`src/gradient_non_max_suppression_assert.svh`:
```
// assertion macros for the nms block
`ifndef GRADIENT_NON_MAX_SUPPRESSION_ASSERT_SVH
`define GRADIENT_NON_MAX_SUPPRESSION_ASSERT_SVH

// implication checked on every clock edge outside reset
`define GNMS_ASSERT_IMPL(label, ante, cons) \
  label: assert property (@(posedge clk_i) disable iff (!rst_ni) (ante) |-> (cons)) \
    else $error("assertion failed");

// implication whose consequent is checked in the cycle after the antecedent
`define GNMS_ASSERT_NEXT(label, ante, cons) \
  label: assert property (@(posedge clk_i) disable iff (!rst_ni) (ante) |=> (cons)) \
    else $error("assertion failed");

`endif

```
`src/gnms_pkg.sv`:
```
`timescale 1ns / 1ps
package gnms_pkg;
  localparam int unsigned MagW   = 12;
  localparam int unsigned CoordW = 10;
  localparam int unsigned SizeW  = 11;
  localparam int unsigned MaxHeight = 1024;

  localparam logic [1:0] CfgWidth  = 2'd0;
  localparam logic [1:0] CfgHeight = 2'd1;
  localparam logic [1:0] CfgThresh = 2'd2;

  localparam logic [SizeW-1:0] WidthReset  = 11'd640;
  localparam logic [SizeW-1:0] HeightReset = 11'd480;

  typedef enum logic [1:0] {
    SecHoriz = 2'd0,
    SecDiagA = 2'd1,
    SecVert  = 2'd2,
    SecDiagB = 2'd3
  } sector_e;

  // item passed from front to back
  typedef struct packed {
    logic [MagW-1:0] mag;
    sector_e         sec;
  } pix_t;

  typedef enum logic {
    SqIdle = 1'b0,
    SqBusy = 1'b1
  } sqrt_state_e;
endpackage

```
`src/gnms_front.sv`:
```
`timescale 1ns / 1ps
// magnitude by bit-serial square root, sector by pi/8 rotation
module gnms_front #(
  parameter int unsigned GradBits    = 12,
  parameter int unsigned RotFracBits = 14
) (
  input  logic                       clk_i,
  input  logic                       rst_ni,
  input  logic                       in_valid_i,
  output logic                       in_stall_o,
  input  logic signed [GradBits-1:0] grad_x_i,
  input  logic signed [GradBits-1:0] grad_y_i,
  output logic                       pix_valid_o,
  input  logic                       pix_stall_i,
  output gnms_pkg::pix_t             pix_o
);
  localparam int unsigned SqW   = 2 * GradBits;
  localparam int unsigned RootW = GradBits;
  localparam int unsigned CntW  = $clog2(RootW + 1);
  localparam int unsigned ProdW = GradBits + RotFracBits + 3;
  localparam longint CosK = (((longint'(968758) * 2) >>> (20 - RotFracBits)) + 1) >>> 1;
  localparam longint SinK = (((longint'(401273) * 2) >>> (20 - RotFracBits)) + 1) >>> 1;
  localparam logic signed [ProdW-1:0] CosC = ProdW'(CosK);
  localparam logic signed [ProdW-1:0] SinC = ProdW'(SinK);

  gnms_pkg::sqrt_state_e state_q, state_d;
  logic [SqW-1:0]   rem_q, rem_d;
  logic [RootW-1:0] root_q, root_d;
  logic [CntW-1:0]  cnt_q, cnt_d;
  logic signed [ProdW-1:0] rx_q, rx_d, ry_q, ry_d;
  logic out_valid_q, out_valid_d;
  gnms_pkg::pix_t out_q, out_d;

  logic accept;
  logic signed [ProdW-1:0] gx, gy, px, py;
  logic [SqW:0]    sq_sum;
  logic [RootW+1:0] trial;
  logic [SqW-1:0]  rem_sh;
  logic signed [ProdW-1:0] ax, ay;
  gnms_pkg::sector_e sec;

  assign in_stall_o  = (state_q != gnms_pkg::SqIdle) || (out_valid_q && pix_stall_i);
  assign accept      = in_valid_i && !in_stall_o;
  assign pix_valid_o = out_valid_q;
  assign pix_o       = out_q;

  always_comb begin
    gx = ProdW'(grad_x_i);
    gy = ProdW'(grad_y_i);
    sq_sum = (SqW+1)'($unsigned(gx * gx)) + (SqW+1)'($unsigned(gy * gy));
    // rotation by pi/8; scaled down on accept, truncating toward zero
    px = CosC * gx - SinC * gy;
    py = SinC * gx + CosC * gy;
  end

  always_comb begin
    ax = (ry_q < 0) ? -rx_q : rx_q;
    ay = (ry_q < 0) ? -ry_q : ry_q;
    if (ax > 0) begin
      sec = (ax >= ay) ? gnms_pkg::SecHoriz : gnms_pkg::SecDiagA;
    end else if (ax < 0) begin
      sec = (-ax < ay) ? gnms_pkg::SecVert : gnms_pkg::SecDiagB;
    end else begin
      sec = (ay == 0) ? gnms_pkg::SecHoriz : gnms_pkg::SecVert;
    end
  end

  always_comb begin
    state_d = state_q;
    case (state_q)
      gnms_pkg::SqIdle: if (accept) state_d = gnms_pkg::SqBusy;
      gnms_pkg::SqBusy: if (cnt_q == CntW'(1)) state_d = gnms_pkg::SqIdle;
      default: state_d = gnms_pkg::SqIdle;
    endcase
  end

  always_comb begin
    rem_d = rem_q;
    root_d = root_q;
    cnt_d = cnt_q;
    rx_d = rx_q;
    ry_d = ry_q;
    out_d = out_q;
    out_valid_d = out_valid_q && pix_stall_i;
    trial = '0;
    rem_sh = '0;
    case (state_q)
      gnms_pkg::SqIdle: begin
        if (accept) begin
          rem_d  = sq_sum[SqW-1:0];
          root_d = '0;
          cnt_d  = CntW'(RootW);
          rx_d   = (px < 0) ? -((-px) >>> RotFracBits) : (px >>> RotFracBits);
          ry_d   = (py < 0) ? -((-py) >>> RotFracBits) : (py >>> RotFracBits);
        end
      end
      gnms_pkg::SqBusy: begin
        // one root bit per cycle, restoring form on the remainder top
        rem_sh = rem_q;
        trial  = {root_q, 2'b01};
        if ((RootW+2)'(rem_q >> (2 * (cnt_q - CntW'(1)))) >= trial) begin
          rem_d  = rem_sh - (SqW'(trial) << (2 * (cnt_q - CntW'(1))));
          root_d = {root_q[RootW-2:0], 1'b1};
        end else begin
          root_d = {root_q[RootW-2:0], 1'b0};
        end
        cnt_d = cnt_q - CntW'(1);
        if (cnt_q == CntW'(1)) begin
          out_valid_d = 1'b1;
          out_d.mag = gnms_pkg::MagW'(root_d);
          out_d.sec = sec;
        end
      end
      default: ;
    endcase
  end

  always_ff @(posedge clk_i or negedge rst_ni) begin
    if (!rst_ni) begin
      state_q     <= gnms_pkg::SqIdle;
      out_valid_q <= 1'b0;
      cnt_q       <= '0;
    end else begin
      state_q     <= state_d;
      out_valid_q <= out_valid_d;
      cnt_q       <= cnt_d;
    end
  end

  always_ff @(posedge clk_i) begin
    rem_q  <= rem_d;
    root_q <= root_d;
    rx_q   <= rx_d;
    ry_q   <= ry_d;
    out_q  <= out_d;
  end
endmodule

```
`config.mk`:
```
export PLATFORM = sky130hd
export DESIGN_NAME = gnms_front
export DESIGN_NICKNAME = d
export VERILOG_FILES = /design/src/gradient_non_max_suppression_assert.svh /design/src/gnms_pkg.sv /design/src/gnms_front.sv
export SDC_FILE = /design/constraint.sdc
export NUM_CORES = 2
export LEC_CHECK = 0
export BUFFER_PORTS_ARGS = -buffer_cell sky130_fd_sc_hd__buf_4
export CORE_ASPECT_RATIO = 1.4
export CORE_UTILIZATION = 50
export CTS_BUF_LIST = sky130_fd_sc_hd__clkbuf_4
export DETAILED_ROUTE_END_ITERATION = 10
export PLACE_DENSITY = 0.66
export SYNTH_ARGS = -nofsm -noshare
export SYNTH_HDL_FRONTEND = slang
export SYNTH_SLANG_ARGS = --single-unit
```
`constraint.sdc`:
```
create_clock -name clk_i -period 13.46 [get_ports clk_i]
set_clock_uncertainty 0.15 [all_clocks]
set_input_delay 2.019 -clock clk_i [delete_from_list [all_inputs] [get_ports clk_i]]
set_output_delay 2.019 -clock clk_i [all_outputs]
set_load 0.005 [all_outputs]
```
==> metrics.yaml <==
maxSlewHeadroom: 0.2745
syn_nets: 4732
grt_pass1_vias: 26190
viasPerCell: 5.637
cpPeakStageDelay_ns: 0.55
rows: 112
dr.pass1.iters: 8
path_clk_slew_ns: 0.12
area_growth_pct: 5.135
ys_seq_elements: 114
synth_top_family_by_area: "adder cells"
crit_top_cell: "fa_1"
syn_area_um2: 33700
finalSetupTns_ns: 0
htreeDepth: 4
path_class: "in2reg"
fin_crit_sh: 0.9283
drive_gt1_frac: 0.05072
slew_viol_final: 0
root_buffer: "clkbuf_4"
drc: 0
gp_congestion: 0.9467
numCtsBuffers: 17
async_flop_share: 0.05263
ioPinCount: 44
yosysTopAreaCell: "fa_1"
multi_input_area_um2: 27260
synth_compound_area_frac: 0.1155
grt_use_total: 0.2612
routed_wl_mm: 87.47
yosys_warnings: 0
wl_per_cell_um: 19.25
area.sequential_um2: 3395
synth_edf_count: 108
start_util: 0.5052
cts_hold_buf: 0
endpoint_kind: "flop"
final_nets: 4755
antenna_left: 0
arrival_ns: 12.69
min_period_ns: 12.49
synth_area_leaders: "fa_1, ha_1, edfxtp_1, inv_1, xnor2_1"
synth_top_cell_area_share: 0.2857
grt-ovfl-total: 0
worst_pin_slew_ns: 1.084
postCtsResizedCells: 0
postCtsSetupRepairBufs: 0
clock_latency_ns: 0.60
hpwl_mm: 75.56
synth-simple-area-share: 0.1168
drv_cap: 0
synth-adder-area-share: 0.4981
cts_sinks: 114
dieWidth_um: 221.4
cts_buffer_depth: 2
syn-mean-instance-area_um2: 9.230
setup_viol: 0
grt_setup_unrepaired: "false"
synth-main-ff-cell: "edfxtp_1"
grt_max_degree: 69
antenna_found_initial: 1
hold_violations: 0
clock.fmax_ghz: 0.08003
cp_max_fo: 9
fillers: 6262
grt_pass1_wl_mm: 138.1
die_y_um: 309.2
syn-instance-count: 3651
tritoncts: "built"
core_area_um2: 66700
synth_xor_area_frac: 0.05796
port_buffers: 43
vias: 25610
hold_path.class: "reg2reg"
die_area_um2: 68460
outcome: "complete, no violations"
synth_mux_area_frac: 0.01986
drtIter0Drc: 1439
synth.yosys.seq_area_share: 0.1007
crit_required_ns: 13.65
synth.distinct_cells: 91
start_kind: "input port"
crit_path_top_delay_cell: "fa_1"
-- registers in the layout (all words and copies together), names as in the netlist --
name and count:
cnt_q 4, ry_q 29, state_q 1, root_q 12
rx_q 29, rem_q 24, pix_o 14, pix_valid_o 1
-- worst paths after layout --
path / startpoint / endpoint / slack [ns] / depth (start not counted)
hold reg to reg: root_q[0] / pix_o[3] / 0.34 / 0
min in group asynchronous: rst_ni / cnt_q[0] / 1.07 / 1
max in group asynchronous: rst_ni / cnt_q[0] / 11.97 / 1
hold / removal: root_q[0] / pix_o[3] / 0.34 / 0
setup / recovery: grad_y_i[4] / rx_q[12] / 0.97 / 40
setup reg to reg: cnt_q[0] / rem_q[21] / 7.23 / 16
-- cell type report --
cell class,count,share of cell area
multi-input cells,2722,0.7693
flip-flops and latches,114,0.09581
inverters,739,0.07829
repair buffers,80,0.01695
clock buffers,17,0.003602
clock inverters,15,0.005792
well taps,855,0.03019
diodes,1,0.00007063
-- layout by cell type (no fill, tap or decap), types with 11 or more instances in the layout --
cell / synthesis / routed
a31oi_1: 28 / 28
nor2b_1: 29 / 29
ha_1: 572 / 572
nand2b_1: 26 / 26
nand4_1: 27 / 27
nor3_1: 85 / 85
and2_1: 21 / 21
inv_1: 730 / 729
xnor2_1: 127 / 126
o31ai_1: 28 / 28
a211o_1: 12 / 12
nand2_1: 221 / 221
a21oi_1: 143 / 143
or2_2: 21 / 21
a21boi_0: 23 / 23
nor4_1: 12 / 11
edfxtp_1: 108 / 108
clkbuf_4: 0 / 17
o21a_1: 21 / 21
o21ai_0: 109 / 109
buf_4: 0 / 80
fa_1: 481 / 481
mux2_2: 17 / 17
mux2i_1: 32 / 32
o211ai_1: 17 / 17
and3_1: 14 / 14
a211oi_1: 33 / 33
xor2_1: 96 / 96
or3_1: 36 / 36
nor2_1: 209 / 209
a21o_1: 52 / 52
nand3_1: 62 / 62
-- Yosys cell counts, drive strengths merged (10+ instances only) --
cell type  instances
a211oi            33
nand4             27
clkbuf            65
mux2i             32
a21boi            23
ha               572
nand2b            26
and3              14
edfxtp           108
o31ai             29
a31o              10
a211o             12
nor3              87
a2111oi           12
o211ai            18
a31oi             28
inv              731
fa               481
nor2             209
a21oi            143
mux2              17
buf               11
nand3             62
or4               12
xor2              96
o21ai            110
nand2            221
o21a              21
or2               22
or3               37
o41ai             10
nor2b             29
xnor2            127
and2              24
nor4              12
a21o              52
-- cells by family after synthesis --
logic type      Yosys count
buf+inv                 815
compound gates          578
fa+ha+maj              1053
flops                   114
mux                      56
simple gates            812
xor+xnor                223
-- worst max-delay path, delay by kind of cell --
kind                     cells  cell delay, ns
XOR/XNOR                     2            0.35
adder cells (fa/ha/maj)     13            5.77
AO/OA/AOI/OAI               11            2.60
buffers and inverters        7            0.58
AND/OR/NAND/NOR              7            1.36
-- stage by stage --
stage	hold slack (ns)	setup WS (ns)	instances	utilization	cell area (um^2)
after CTS	0.3392	1.011	4542	0.5311	35430
after global routing	0.3624	0.2882	4543	0.5312	35430
after floorplan	0.2992	0.9558	3651	-	33700
final	0.3361	0.9653	4543	0.5312	35430
after global placement	0.3133	0.5172	4510	0.5261	35090
after detailed placement	0.3228	0.3796	4510	0.5261	35090
-- per-layer routing --
layer  vias to the layer above  GRT usage  wire length [um]
li1                      12240          -                 -
met1                     12530     0.2919             33630
met2                       636     0.4844             45050
met3                       207    0.02337              3308
met4                         0     0.1534              5483
met5                         -          0                 0
Power is left out: the tool's default activity adds up to more than one toggle a clock period on the data nets, which glitch-free logic cannot reach.
